==> src/rtl/whs_pkg.sv <==
// Shared constants, register index codes and the CORDIC arctangent table for
// the waypoint heading steering block. No dependencies.
package whs_pkg;

  localparam int CORDIC_STEPS    = 16;
  localparam int ANGLE_FRAC_BITS = 6;
  localparam int TABLE_FRAC      = 16;
  localparam int TABLE_LEN       = 24;
  localparam int STEPS = (CORDIC_STEPS < TABLE_LEN) ? CORDIC_STEPS : TABLE_LEN;

  localparam int POS_W = 16;
  localparam int DXY_W = POS_W + 1;
  localparam int XY_W  = DXY_W + TABLE_FRAC + 3;
  localparam int Z_W   = 27;
  localparam int RND_SHIFT = TABLE_FRAC - ANGLE_FRAC_BITS;
  localparam int R_W   = Z_W - RND_SHIFT;
  localparam int ANG_W = 15;
  localparam int D_W   = ANG_W + 2;
  localparam int SPD_W = 16;
  localparam int FULL_TURN = 360 << ANGLE_FRAC_BITS;
  localparam int HALF_TURN_Q = 180 << TABLE_FRAC;

  localparam int CFG_IDX_W = 3;

  typedef enum logic [CFG_IDX_W-1:0] {
    REG_TARGET_X     = 3'd0,
    REG_TARGET_Y     = 3'd1,
    REG_DRIVING_EN   = 3'd2,
    REG_FACING_TOL   = 3'd3,
    REG_FORWARD_SPD  = 3'd4,
    REG_TURN_SPD     = 3'd5
  } cfg_reg_t;

  // atan(2^-i) in degrees, 16 fractional bits, rounded
  function automatic logic signed [Z_W-1:0] atan_q16(input int i);
    logic signed [Z_W-1:0] a;
    case (i)
      0:  a = Z_W'(2949120);
      1:  a = Z_W'(1740967);
      2:  a = Z_W'(919879);
      3:  a = Z_W'(466945);
      4:  a = Z_W'(234379);
      5:  a = Z_W'(117304);
      6:  a = Z_W'(58666);
      7:  a = Z_W'(29335);
      8:  a = Z_W'(14668);
      9:  a = Z_W'(7334);
      10: a = Z_W'(3667);
      11: a = Z_W'(1833);
      12: a = Z_W'(917);
      13: a = Z_W'(458);
      14: a = Z_W'(229);
      15: a = Z_W'(115);
      16: a = Z_W'(57);
      17: a = Z_W'(29);
      18: a = Z_W'(14);
      19: a = Z_W'(7);
      20: a = Z_W'(4);
      21: a = Z_W'(2);
      22: a = Z_W'(1);
      default: a = '0;
    endcase
    return a;
  endfunction

endpackage

==> src/rtl/waypoint_heading_steer.sv <==
// Waypoint heading steering: pipelined CORDIC bearing plus bang-bang turn logic.
// Depends on whs_pkg for constants, register codes and the arctangent table.
// Start to done: input, pre-rotation, CORDIC, round, fold, diff, done registers.
// Throughput: one pose per cycle; busy is always low, one CORDIC stage per step.
// Reset clears all valid bits and loads the register defaults; the receiver cannot stall.
module waypoint_heading_steer (
  input  logic                                 clk,
  input  logic                                 rst,
  input  logic                                 start,
  output logic                                 busy,
  input  logic signed [whs_pkg::POS_W-1:0]     robot_x,
  input  logic signed [whs_pkg::POS_W-1:0]     robot_y,
  input  logic        [whs_pkg::ANG_W-1:0]     robot_yaw,
  output logic                                 done,
  output logic        [whs_pkg::SPD_W-1:0]     linear_speed,
  output logic signed [whs_pkg::SPD_W:0]       angular_speed,
  input  logic                                 cfg_valid,
  output logic                                 cfg_ready,
  input  logic        [whs_pkg::CFG_IDX_W-1:0] cfg_index,
  input  logic        [whs_pkg::SPD_W-1:0]     cfg_data
);

  localparam int STEPS = whs_pkg::STEPS;
  localparam int XY_W  = whs_pkg::XY_W;
  localparam int Z_W   = whs_pkg::Z_W;
  localparam int R_W   = whs_pkg::R_W;
  localparam int ANG_W = whs_pkg::ANG_W;
  localparam int D_W   = whs_pkg::D_W;
  localparam int DXY_W = whs_pkg::DXY_W;
  localparam int SPD_W = whs_pkg::SPD_W;
  localparam int EXT_W = XY_W - DXY_W - whs_pkg::TABLE_FRAC;

  // configuration registers
  logic signed [whs_pkg::POS_W-1:0] target_x;
  logic signed [whs_pkg::POS_W-1:0] target_y;
  logic                             driving_enabled;
  logic        [ANG_W-1:0]          facing_tolerance;
  logic        [SPD_W-1:0]          forward_speed;
  logic        [SPD_W-1:0]          turn_speed;

  assign cfg_ready = 1'b1;
  assign busy      = 1'b0;

  always_ff @(posedge clk) begin
    if (rst) begin
      target_x         <= '1;
      target_y         <= '1;
      driving_enabled  <= 1'b0;
      facing_tolerance <= ANG_W'(320);
      forward_speed    <= '0;
      turn_speed       <= '0;
    end else if (cfg_valid) begin
      unique case (whs_pkg::cfg_reg_t'(cfg_index))
        whs_pkg::REG_TARGET_X:    target_x         <= cfg_data;
        whs_pkg::REG_TARGET_Y:    target_y         <= cfg_data;
        whs_pkg::REG_DRIVING_EN:  driving_enabled  <= cfg_data[0];
        whs_pkg::REG_FACING_TOL:  facing_tolerance <= cfg_data[ANG_W-1:0];
        whs_pkg::REG_FORWARD_SPD: forward_speed    <= cfg_data;
        whs_pkg::REG_TURN_SPD:    turn_speed       <= cfg_data;
        default: ;
      endcase
    end
  end

  // stage: differences
  logic                    in_vld;
  logic signed [DXY_W-1:0] dx, dy;
  logic        [ANG_W-1:0] in_yaw;

  // CORDIC stages, index 0 is after pre-rotation
  logic        [STEPS:0]   vld;
  logic signed [XY_W-1:0]  xs   [0:STEPS];
  logic signed [XY_W-1:0]  ys   [0:STEPS];
  logic signed [Z_W-1:0]   zs   [0:STEPS];
  logic        [STEPS:0]   zero;
  logic        [ANG_W-1:0] yaws [0:STEPS];

  // post stages
  logic                    rnd_vld, fold_vld, diff_vld;
  logic signed [R_W-1:0]   rnd;
  logic                    rnd_zero;
  logic        [ANG_W-1:0] rnd_yaw, fold_yaw;
  logic        [ANG_W-1:0] bearing;
  logic signed [D_W-1:0]   diff;

  logic signed [DXY_W-1:0] dx_n, dy_n;
  logic signed [Z_W-1:0]   z_rnd;
  logic signed [R_W-1:0]   fold_val;
  logic signed [D_W-1:0]   diff_abs, left, right;
  logic signed [D_W-1:0]   full_d;

  assign dx_n   = dx[DXY_W-1] ? -dx : dx;
  assign dy_n   = dx[DXY_W-1] ? -dy : dy;
  assign z_rnd  = (zs[STEPS] + Z_W'(1 << (whs_pkg::RND_SHIFT - 1))) >>> whs_pkg::RND_SHIFT;
  assign full_d = D_W'(whs_pkg::FULL_TURN);

  always_comb begin
    if (rnd < 0) begin
      fold_val = rnd + R_W'(whs_pkg::FULL_TURN);
    end else if (rnd >= R_W'(whs_pkg::FULL_TURN)) begin
      fold_val = rnd - R_W'(whs_pkg::FULL_TURN);
    end else begin
      fold_val = rnd;
    end
    diff_abs = diff[D_W-1] ? -diff : diff;
    left     = diff[D_W-1] ? diff + full_d : diff;
    right    = (-diff < 0) ? full_d - diff : -diff;
  end

  always_ff @(posedge clk) begin
    dx     <= {target_x[whs_pkg::POS_W-1], target_x} - {robot_x[whs_pkg::POS_W-1], robot_x};
    dy     <= {robot_y[whs_pkg::POS_W-1], robot_y} - {target_y[whs_pkg::POS_W-1], target_y};
    in_yaw <= robot_yaw;

    xs[0]   <= {{EXT_W{dx_n[DXY_W-1]}}, dx_n, {whs_pkg::TABLE_FRAC{1'b0}}};
    ys[0]   <= {{EXT_W{dy_n[DXY_W-1]}}, dy_n, {whs_pkg::TABLE_FRAC{1'b0}}};
    zs[0]   <= dx[DXY_W-1] ? Z_W'(whs_pkg::HALF_TURN_Q) : '0;
    zero[0] <= (dx == '0) && (dy == '0);
    yaws[0] <= in_yaw;

    for (int i = 0; i < STEPS; i++) begin
      if (!ys[i][XY_W-1]) begin
        xs[i+1] <= xs[i] + (ys[i] >>> i);
        ys[i+1] <= ys[i] - (xs[i] >>> i);
        zs[i+1] <= zs[i] + whs_pkg::atan_q16(i);
      end else begin
        xs[i+1] <= xs[i] - (ys[i] >>> i);
        ys[i+1] <= ys[i] + (xs[i] >>> i);
        zs[i+1] <= zs[i] - whs_pkg::atan_q16(i);
      end
      zero[i+1] <= zero[i];
      yaws[i+1] <= yaws[i];
    end

    rnd      <= z_rnd[R_W-1:0];
    rnd_zero <= zero[STEPS];
    rnd_yaw  <= yaws[STEPS];

    bearing  <= rnd_zero ? '0 : fold_val[ANG_W-1:0];
    fold_yaw <= rnd_yaw;

    diff <= D_W'(bearing) - D_W'(fold_yaw);

    linear_speed  <= (diff_abs <= D_W'(facing_tolerance)) ? forward_speed : '0;
    if (diff_abs <= D_W'(facing_tolerance)) begin
      angular_speed <= '0;
    end else if (left < right) begin
      angular_speed <= {1'b0, turn_speed};
    end else begin
      angular_speed <= -{1'b0, turn_speed};
    end

    if (rst) begin
      in_vld   <= 1'b0;
      vld      <= '0;
      rnd_vld  <= 1'b0;
      fold_vld <= 1'b0;
      diff_vld <= 1'b0;
      done     <= 1'b0;
    end else begin
      in_vld   <= start && !busy && driving_enabled;
      vld      <= {vld[STEPS-1:0], in_vld};
      rnd_vld  <= vld[STEPS];
      fold_vld <= rnd_vld;
      diff_vld <= fold_vld;
      done     <= diff_vld;
    end
  end

endmodule
==> config.mk <==
export PLATFORM = sky130hd
export DESIGN_NAME = waypoint_heading_steer
export DESIGN_NICKNAME = d
export VERILOG_FILES = /design/src/rtl/whs_pkg.sv /design/src/rtl/waypoint_heading_steer.sv
export SDC_FILE = /design/constraint.sdc
export NUM_CORES = 2
export LEC_CHECK = 0
export BUFFER_PORTS_ARGS = -buffer_cell sky130_fd_sc_hd__buf_2
export CORE_ASPECT_RATIO = 1.1
export CORE_UTILIZATION = 30
export CTS_CLUSTER_SIZE = 28
export DETAILED_ROUTE_END_ITERATION = 8
export PLACE_DENSITY = 0.43
export SLEW_MARGIN = 20
export SYNTH_ARGS = -nofsm -noshare
export SYNTH_HDL_FRONTEND = slang
export SYNTH_SLANG_ARGS = --single-unit
==> constraint.sdc <==
create_clock -name clk -period 7.7 [get_ports clk]
set_clock_uncertainty 0.15 [all_clocks]
set_input_delay 0.77 -clock clk [delete_from_list [all_inputs] [get_ports clk]]
set_output_delay 0.77 -clock clk [all_outputs]
set_load 0.03 [all_outputs]
==> flow_summary.yaml <==
status:
  status: "complete, no violations"
layout:
  multiInputGateArea_mm2: 0.0746
  layout-drive-gt1-share: 0.0491
  syn_to_final_growth_pct: 12.6
  seqCellArea_mm2: 0.0363
  final_nets: 14887
  fillers: 39797
global_routing:
  grt_overflow: 0
  antenna_found_initial: 12
  grt_pass1_vias: 90870
  grt_max_degree: 66
  grt_pass1_wl_um: 520000
  grt.total_usage: 0.169
cts:
  numCtsBuffers: 215
  clock-sinks: 1812
  cts_max_path_buffers: 4
  worstSkewPairLatency_ns: 0.97
  htree_num_levels: 4
  root_buffer: "clkbuf_16"
  clk_pin_slew_worst_paths_ns: 0.06
  cts_tree: "done"
timing:
  period_needed_ns: 5.62
  fin_crit_sh: 0.730
  worst_pin_slew_ns: 1.15
  finalHoldViolCount: 0
  finalSetupViolCount: 0
  fmax_ghz: 0.178
  final-max-slew-violation-count: 0
  maxSlewHeadroom: 0.223
  tns_ns: 0
  rsz0062_at_grt: "false"
yosys:
  synth_fp_nets: 14696
  synth.top_cell.area_share: 0.318
  synth_area_per_cell_um2: 8.62
  ys_ff_latch: 1812
  synth.area.top_cells: "dfxtp_1, ha_1, xnor2_1"
  synth_area_leader_cell: "dfxtp_1"
  ys.flop_type: "dfxtp_1"
  yosysSeqAreaShare: 0.318
  async_flop_share: 0
  syn_inst: 13237
  yosysWarningCount: 0
  synthDistinctLibCells: 107
  synth_edf_count: 0
  synth_area_mm2: 0.114
worst_setup_path:
  cp-end-kind: "flop"
  worstPathArrival_ns: 6.29
  path_class: "reg -> reg"
  cp_data_required_time_ns: 8.37
  path_delay_family: "compound AO/OA/AOI/OAI gates"
  start_kind: "flop"
  worstSetupStartpoint: "ys[11][15]"
  critPathSlowestCell: "a2111oi_0"
  critical_path.max_stage_delay_ns: 0.96
  cp_max_fo: 6
  crit_chain: "nor4_1, nor4b_1, a31oi_1, xnor2_1, ha_1, a21oi_1, o21ai_1, a21oi_1, o21ba_2, o211ai_1, a2111oi_0, o41ai_2, a21oi_1, mux2i_1, nand2_1"
  r2r_start: "ys[11][15]"
  path_buf_inv: 0
  cpMostUsedCell: "a21oi_1"
die:
  rows: 237
  io_pins: 106
  start_util: 0.301
  coreArea_mm2: 0.379
  dieArea_mm2: 0.383
  die_w_um: 590
  die_height_um: 649
routing:
  drt_iter0_drc: 4450
  drcViolationCount: 0
  via_count: 91338
  drt-total-wl_um: 333000
  vias_per_cell: 4.90
  firstDrtPassIters: 5
  ant_nets: 0
  wl_per_cell_um: 17.9
placed_design:
  gp_congestion: 0.855
  dp.final_hpwl_um: 270000
  port_buffers: 103
job:
  max-cap-violations: 0
min_path:
  min_from: "robot_y[4]"
  hp-class: "in -> reg"
-- through the flow --
| step | instances | worst slack [ns] | util | cell area, µm² | hold WS [ns] |
|---|---|---|---|---|---|
| floorplan | 13237 | 2.57 | - | 114000 | 0.160 |
| global placement | 18186 | 2.21 | 0.318 | 120000 | 0.160 |
| detailed placement | 18186 | 2.26 | 0.318 | 120000 | 0.162 |
| CTS | 18632 | 2.19 | 0.339 | 129000 | 0.00263 |
| global route | 18635 | 1.75 | 0.339 | 129000 | 0.0301 |
| finish | 18635 | 2.08 | 0.339 | 129000 | 0.0733 |
-- sequential cells by signal, summed over array words and instances (netlist names), 15 cells and up --
signal	flops
ys	455
xs	446
zs	376
yaws	255
angular_speed	17
dx	17
dy	17
rnd	17
vld	17
zero	17
diff	16
forward_speed	16
linear_speed	16
target_x	16
target_y	16
turn_speed	16
bearing	15
facing_tolerance	15
fold_yaw	15
in_yaw	15
rnd_yaw	15
-- cells by family after synthesis --
| kind of cell | share of synthesized area |
|---|---|
| fa+ha+maj | 0.155 |
| other cells | 0.0000658 |
| xor+xnor | 0.131 |
| compound gates | 0.201 |
| flops | 0.318 |
| mux | 0.00669 |
| buf+inv | 0.0292 |
| simple gates | 0.159 |
-- what timing repair did --
action,in CTS,in global routing
gates resized for setup,0,0
hold buffers,44,0
hold endpoints to repair,69,0
buffers inserted,0,0
-- area by class of cell --
| cell class | instances | area share |
|---|---|---|
| Tap cell | 5019 | 0.0489 |
| Timing Repair Buffer | 192 | 0.0101 |
| Clock buffer | 286 | 0.0466 |
| Inverter | 665 | 0.0194 |
| Antenna cell | 3 | 0.0000584 |
| Clock inverter | 116 | 0.0125 |
| Multi-Input combinational cell | 10542 | 0.580 |
| Sequential cell | 1812 | 0.282 |
-- cell usage after synthesis, types with 84 or more instances --
master	n
a211oi_1	104
inv_1	652
and3_1	140
o21a_1	175
nor3_1	412
xor2_1	572
nor2_1	1244
xnor2_1	1137
ha_1	1353
nor4_1	115
a21oi_1	1293
nand3_1	197
o21bai_1	152
o21ai_0	389
or3_1	117
clkbuf_1	180
o21ai_1	225
nand4_1	84
dfxtp_1	1812
nand2_1	755
a21o_1	461
nand2b_1	171
a31oi_1	134
nor2b_1	213
-- worst paths after layout --
kind / end / slack, ns / depth (start not counted)
setup / recovery: xs[12][32] / 2.08 / 15
hold / removal: dy[4] / 0.07 / 4
setup reg to reg: xs[12][32] / 2.08 / 15
hold reg to reg: rnd_yaw[14] / 0.16 / 0
-- worst reg2reg max path, cell delays in order, from the launching register on --
cell	delay (ns)
dfxtp_1	0.36
nor4_1	0.41
nor4b_1	0.91
a31oi_1	0.21
xnor2_1	0.32
ha_1	0.36
a21oi_1	0.24
o21ai_1	0.12
a21oi_1	0.23
o21ba_2	0.17
o211ai_1	0.15
a2111oi_0	0.96
o41ai_2	0.31
a21oi_1	0.33
mux2i_1	0.22
nand2_1	0.06
-- layout by cell type, fill, tap and decap left out, types with 114 or more instances in the layout --
cell type | netlist | layout
nor3_1 | 412 | 411
xnor2_1 | 1137 | 1137
or3_1 | 117 | 117
dfxtp_1 | 1812 | 1797
a21o_1 | 461 | 461
nand3_1 | 197 | 196
xor2_1 | 572 | 572
o21bai_1 | 152 | 152
nand2b_1 | 171 | 171
and3_1 | 140 | 140
clkbuf_16 | 0 | 217
nor2_1 | 1244 | 1242
nor4_1 | 115 | 114
ha_1 | 1353 | 1353
o21ai_1 | 225 | 225
a31oi_1 | 134 | 134
a21oi_1 | 1293 | 1293
o21a_1 | 175 | 175
inv_1 | 652 | 652
nand2_1 | 755 | 755
o21ai_0 | 389 | 389
nor2b_1 | 213 | 213
-- layer usage --
layer / wire length [µm] / global-route usage / up-vias / part of all wire
li1: - / - / 47601 / -
met1: 145000 / 0.203 / 42241 / 0.44
met2: 170000 / 0.317 / 1090 / 0.51
met3: 8250 / 0.0161 / 406 / 0.025
met4: 10000 / 0.0492 / 0 / 0.030
met5: 0 / 0 / - / 0
Power is not shown: default switching activity piles up to over one toggle a cycle in this logic, so the estimate is an artifact.
